===== src/rtl/core/rlrv_pkg.sv =====
// Shared constants, types and command codes of the rolling volatility block.
// No dependencies; compiled first.
package rlrv_pkg;

    localparam int MAX_WINDOW = 64;
    localparam int RING_AW    = $clog2(MAX_WINDOW);
    localparam int PRICE_W    = 32;
    localparam int LEN_W      = 7;
    localparam int RET_W      = 32;
    localparam int SUM_W      = 40;
    localparam int SQ_W       = 64;
    localparam int LOG_W      = 33;
    localparam int ACC_W      = 82;
    localparam int NUM_W      = 80;
    localparam int DEN_W      = 12;
    localparam int CNT_W      = 5;
    localparam int OUT_W      = 32;
    localparam int LVL_W      = 2;

    localparam logic [LEN_W-1:0] LEN_RESET  = 7'd20;
    localparam logic [LEN_W-1:0] LEN_MIN    = 7'd2;
    localparam logic [LEN_W-1:0] LEN_MAX    = 7'(MAX_WINDOW);
    localparam logic [31:0]      LN2_Q30    = 32'd744261118;
    localparam logic [31:0]      ANNUAL_K   = 32'd1664562796;
    localparam logic [31:0]      CLAMP_LOG2 = 32'hC000_0000;
    localparam logic [31:0]      DAILY_K    = 32'd100;
    localparam logic [31:0]      LVL_LOW    = 32'(15 << 16);
    localparam logic [31:0]      LVL_MED    = 32'(25 << 16);
    localparam logic [31:0]      LVL_HIGH   = 32'(40 << 16);

    localparam logic [CNT_W-1:0] LOG_LAST  = 5'd27;
    localparam logic [CNT_W-1:0] DIV_LAST  = 5'd19;
    localparam logic [CNT_W-1:0] SQRT_LAST = 5'd31;

    localparam logic [LVL_W-1:0] LEVEL_LOW  = 2'd0;
    localparam logic [LVL_W-1:0] LEVEL_MED  = 2'd1;
    localparam logic [LVL_W-1:0] LEVEL_HIGH = 2'd2;
    localparam logic [LVL_W-1:0] LEVEL_VERY = 2'd3;

    typedef enum logic [4:0] {
        S_IDLE, S_CHECK, S_LOGINIT, S_LOGITER, S_LOGDONE, S_LNMUL, S_LNRND,
        S_SQNEW, S_SQOLD, S_ACCUM, S_SETPREV, S_MAC0, S_MAC1, S_MAC2, S_MAC3,
        S_MAC4, S_MAC5, S_DIVINIT, S_DIV, S_SQRTINIT, S_SQRT, S_OUT1, S_OUT2,
        S_OUT3, S_EMIT
    } t_state;

    typedef enum logic [4:0] {
        C_NOP, C_LOAD, C_CLEAR, C_LOGINIT, C_LOGITER, C_LNMUL, C_LNRND,
        C_SQNEW, C_SQOLD, C_ACCUM, C_SETPREV, C_MAC0, C_MAC1, C_MAC2, C_MAC3,
        C_MAC4, C_MAC5, C_DIVINIT, C_DIV, C_SQRTINIT, C_SQRT, C_OUT1, C_OUT2,
        C_OUT3, C_EMIT
    } t_cmd;

    typedef struct packed {
        t_cmd cmd;
        logic cfg_take;
    } t_ctrl;

    typedef struct packed {
        logic cur_pos;
        logic have_prev;
        logic prev_pos;
        logic run_full;
        logic out_busy;
    } t_stat;

endpackage


===== src/rtl/core/rlrv_ctrl.sv =====
// Sequencer of the rolling volatility block: steps the datapath through one
// price request. Depends on rlrv_pkg.
module rlrv_ctrl (
    input  logic            i_clk,
    input  logic            i_rst_n,
    input  logic            i_in_valid,
    input  logic            i_cfg_valid,
    input  rlrv_pkg::t_stat i_stat,
    output logic            o_in_ready,
    output logic            o_cfg_ready,
    output rlrv_pkg::t_ctrl o_ctrl
);
    import rlrv_pkg::*;

    t_state             r_state, n_state;
    logic [CNT_W-1:0]   r_cnt, n_cnt;

    // Advance state and loop counter
    always_ff @(posedge i_clk) begin
        if (!i_rst_n) begin
            r_state <= S_IDLE;
            r_cnt   <= '0;
        end else begin
            r_state <= n_state;
            r_cnt   <= n_cnt;
        end
    end

    // Next state
    always_comb begin
        n_state = r_state;
        n_cnt   = r_cnt;
        case (r_state)
            S_IDLE: begin
                if (!i_cfg_valid && i_in_valid) n_state = S_CHECK;
            end
            S_CHECK: begin
                n_state = i_stat.cur_pos ? S_LOGINIT : S_SETPREV;
            end
            S_LOGINIT: begin
                n_state = S_LOGITER;
                n_cnt   = LOG_LAST;
            end
            S_LOGITER: begin
                if (r_cnt == '0) n_state = S_LOGDONE;
                else n_cnt = r_cnt - 1'b1;
            end
            S_LOGDONE: begin
                n_state = (i_stat.have_prev && i_stat.prev_pos) ? S_LNMUL : S_SETPREV;
            end
            S_LNMUL:   n_state = S_LNRND;
            S_LNRND:   n_state = S_SQNEW;
            S_SQNEW:   n_state = S_SQOLD;
            S_SQOLD:   n_state = S_ACCUM;
            S_ACCUM:   n_state = S_SETPREV;
            S_SETPREV: n_state = i_stat.run_full ? S_MAC0 : S_IDLE;
            S_MAC0:    n_state = S_MAC1;
            S_MAC1:    n_state = S_MAC2;
            S_MAC2:    n_state = S_MAC3;
            S_MAC3:    n_state = S_MAC4;
            S_MAC4:    n_state = S_MAC5;
            S_MAC5:    n_state = S_DIVINIT;
            S_DIVINIT: begin
                n_state = S_DIV;
                n_cnt   = DIV_LAST;
            end
            S_DIV: begin
                if (r_cnt == '0) n_state = S_SQRTINIT;
                else n_cnt = r_cnt - 1'b1;
            end
            S_SQRTINIT: begin
                n_state = S_SQRT;
                n_cnt   = SQRT_LAST;
            end
            S_SQRT: begin
                if (r_cnt == '0) n_state = S_OUT1;
                else n_cnt = r_cnt - 1'b1;
            end
            S_OUT1: n_state = S_OUT2;
            S_OUT2: n_state = S_OUT3;
            S_OUT3: n_state = S_EMIT;
            S_EMIT: begin
                if (!i_stat.out_busy) n_state = S_IDLE;
            end
            default: n_state = S_IDLE;
        endcase
    end

    // Commands and handshake
    always_comb begin
        o_ctrl.cmd      = C_NOP;
        o_ctrl.cfg_take = 1'b0;
        o_cfg_ready     = (r_state == S_IDLE);
        o_in_ready      = (r_state == S_IDLE) && !i_cfg_valid;
        case (r_state)
            S_IDLE: begin
                if (i_cfg_valid) o_ctrl.cfg_take = 1'b1;
                else if (i_in_valid) o_ctrl.cmd = C_LOAD;
            end
            S_CHECK: begin
                if (i_stat.cur_pos) o_ctrl.cmd = C_LOGINIT;
                else if (i_stat.have_prev) o_ctrl.cmd = C_CLEAR;
            end
            S_LOGINIT:  o_ctrl.cmd = C_LOGINIT;
            S_LOGITER:  o_ctrl.cmd = C_LOGITER;
            S_LOGDONE: begin
                if (i_stat.have_prev && !i_stat.prev_pos) o_ctrl.cmd = C_CLEAR;
            end
            S_LNMUL:    o_ctrl.cmd = C_LNMUL;
            S_LNRND:    o_ctrl.cmd = C_LNRND;
            S_SQNEW:    o_ctrl.cmd = C_SQNEW;
            S_SQOLD:    o_ctrl.cmd = C_SQOLD;
            S_ACCUM:    o_ctrl.cmd = C_ACCUM;
            S_SETPREV:  o_ctrl.cmd = C_SETPREV;
            S_MAC0:     o_ctrl.cmd = C_MAC0;
            S_MAC1:     o_ctrl.cmd = C_MAC1;
            S_MAC2:     o_ctrl.cmd = C_MAC2;
            S_MAC3:     o_ctrl.cmd = C_MAC3;
            S_MAC4:     o_ctrl.cmd = C_MAC4;
            S_MAC5:     o_ctrl.cmd = C_MAC5;
            S_DIVINIT:  o_ctrl.cmd = C_DIVINIT;
            S_DIV:      o_ctrl.cmd = C_DIV;
            S_SQRTINIT: o_ctrl.cmd = C_SQRTINIT;
            S_SQRT:     o_ctrl.cmd = C_SQRT;
            S_OUT1:     o_ctrl.cmd = C_OUT1;
            S_OUT2:     o_ctrl.cmd = C_OUT2;
            S_OUT3:     o_ctrl.cmd = C_OUT3;
            S_EMIT: begin
                if (!i_stat.out_busy) o_ctrl.cmd = C_EMIT;
            end
            default: o_ctrl.cmd = C_NOP;
        endcase
    end

endmodule


===== config.mk =====
export PLATFORM = sky130hd
export DESIGN_NAME = rlrv_ctrl
export DESIGN_NICKNAME = d
export VERILOG_FILES = /design/src/rtl/core/rlrv_pkg.sv /design/src/rtl/core/rlrv_ctrl.sv
export SDC_FILE = /design/constraint.sdc
export NUM_CORES = 1
export LEC_CHECK = 0
export BUFFER_PORTS_ARGS = -buffer_cell sky130_fd_sc_hd__buf_2
export CORE_MARGIN = 1.5
export CORE_UTILIZATION = 55
export DETAILED_ROUTE_END_ITERATION = 8
export GPL_TIMING_DRIVEN = 0
export PLACE_DENSITY_LB_ADDON = 0.25
export SYNTH_ARGS = -nofsm -noshare
export SYNTH_HDL_FRONTEND = slang
export SYNTH_SLANG_ARGS = --single-unit

===== constraint.sdc =====
create_clock -name i_clk -period 2.1 [get_ports i_clk]
set_input_delay 0.525 -clock i_clk [delete_from_list [all_inputs] [get_ports i_clk]]
set_output_delay 0.525 -clock i_clk [all_outputs]
set_load 0.01 [all_outputs]

==> results.toml <==
[route]
wl_um = 3250
wl_per_cell_um = 17.8
drt_first_pass_iters = 5
post_drt_via_cell_ratio = 6.75
vias = 1229
drcViolationCount = 0
drtIter0Drc = 104
ant_nets = 0

[hold_path]
min_from = "r_cnt[1]"
whs_path_depth = 2
hold_class = "register to register"

[setup_path]
startpoint = "r_state[4]"
crit_path_end = "o_ctrl[2]"
worstPathMaxFanout = 10
cp-start-kind = "register"
setup.worst_path.end_class = "primary output"
reg2reg_depth = 7
cp.arrival_ps = 1540
r2r-end = "r_state[2]"
rrSetupSlack_ps = 280
r2r-start = "r_cnt[0]"
worstSetupPathType = "register to primary output"
required_ps = 1570

[layout]
antennaDiodeCount = 0
syn2layout_area_growth_pct = 27.5
drive_gt1_share_pct = 33.1
n_fill_cell = 124
fin_nets = 170

[timing]
fmax_mhz = 485
setup_viol = 0
hold_violations = 0
worst_slew_pin_slew_ps = 387
period_needed_ps = 2060
finalClockSkew_ps = 11.2
slew_violations = 0
rsz0062_at_grt = "true"
maxSlewHeadroom_pct = 74.0
period_share_pct = 98.2
final.setup.tns_ps = 0

[clock_network]
cts.sinks = 10
h-tree-depth = 1
cts_tree = "built"
cts_hold_buf = 0
clock_path_buffers = 2
cts-root-buf = "clkbuf_4"
numCtsBuffers = 3
clock_latency_ps = 280
path_clk_slew_ps = 70

[synth]
syn_area_um2 = 1000
ys_seq_elements = 10
ys.flop_type = "dfxtp_1"
synth.area.top_cells = "dfxtp_1, a21oi_1, buf_2"
yosysMostFrequentCell = "a21oi_1"
syn_inst = 135
syn_avg_cell_area_um2 = 7.41
synthArstFlopShare_pct = 0
ys_warn_count = 0
synthDistinctLibCells = 53
syn_nets = 146
netlist_top_cells_count = "a21oi_1, dfxtp_1, buf_2, nor2_1"
yosysSeqAreaShare_pct = 20.0
synth_top_area_cell = "dfxtp_1"
yosys.area.top_type_share_pct = 20.0
synth-edff-count = 0

[status]
status = "completed"

[global_route]
grt_max_degree = 11
grt_overflow = 0
grtUsageTotal_pct = 30.9
grt_pass1_wl_um = 4690
grt_pass1_vias = 1053
antenna_found_initial = 0

[power_and_ir_drop]
p_total_mw = 1.46
power_density_nw_per_um2 = 1150
peakVddDrop_mv = 0.767
p_leak_nw = 0.490

[floorplan]
die_x_um = 45.6
core-area_um2 = 1710
num_io_pins = 17
dieArea_um2 = 2080
dieHeight_um = 45.6
placementRows = 15
initial_utilization_pct = 58.5

[run]
drv_cap = 0

[placement]
dp_hpwl_um = 2090
gp_congestion = 0.918
portBuffers = 16
-- flip-flops by register name (all words and copies together), names as in the netlist --
register  count
r_state       5
r_cnt         5
-- routing by layer --
metal	GRT usage, %	part of all wire (%)
met1	40.3	40
met2	50.1	47
met3	4.76	11
met4	12.9	2.5
met5	0	0
-- kinds of logic after synthesis --
family	Yosys count	synth area share (%)
XOR/XNOR	2	1.75
AND/OR/NAND/NOR	40	22.5
buffers and inverters	23	10.5
AO/OA/AOI/OAI	57	41.7
flip-flops	10	20.0
adder cells (fa/ha/maj)	3	3.50
-- report_power, final --
| group | internal [mW] | switching, mW |
|---|---|---|
| Clock | 0.0663 | 0.0698 |
| Sequential | 0.242 | 0.0572 |
| Combinational | 0.455 | 0.572 |
-- area by class of cell --
cell class,count,area (um2),share of cell area [%]
Sequential cell,10,209,16.4
Buffer,11,105,8.24
Clock buffer,3,22.5,1.77
Multi-Input combinational cell,102,727,57.0
Timing Repair Buffer,22,143,11.2
Tap cell,25,31.3,2.45
Inverter,9,37.5,2.94
-- placed cells by master (no fill, tap or decap), types with 3 or more instances in the layout --
cell type / instances
o21ai_0: 7
clkbuf_4: 3
a211o_1: 3
buf_2: 19
nand3_1: 4
dfxtp_1: 7
inv_1: 6
o22ai_1: 4
nand2b_1: 5
a31oi_1: 4
nand2_1: 7
a21oi_1: 9
buf_6: 4
buf_4: 7
nor2_1: 7
-- critical path, cell delays in order (launching register included) --
cell,delay (ps)
dfxtp_1,330
buf_6,150
nand2b_4,170
nor3b_2,190
o22ai_1,90
a32oi_1,190
buf_2,150
-- stage by stage --
stage,hold WS (ps),area [um2],setup slack (ps),utilization (%),instances
global placement,480,1110,-34.2,65.1,176
CTS,507,1190,-6.07,69.7,178
detailed placement,497,1110,-57.8,65.1,176
floorplan,466,1000,228,-,135
finish,508,1270,37.0,74.7,182
global route,530,1270,-37.5,74.7,182
-- worst min-delay path by stage --
stage,to
3_3_place_gp,r_cnt[1]
2_1_floorplan,r_cnt[1]
4_1_cts,r_cnt[1]
6_report,r_cnt[1]
3_5_place_dp,r_cnt[1]
5_1_grt,r_cnt[1]
-- repair_timing --
item,4_1_cts,5_1_grt
setup endpoints to repair,8,5
buffers inserted,1,4
cloned,0,1
pin swaps,2,4
resized for setup,20,16
No activity file was read; power rests on OpenSTA's default activity.
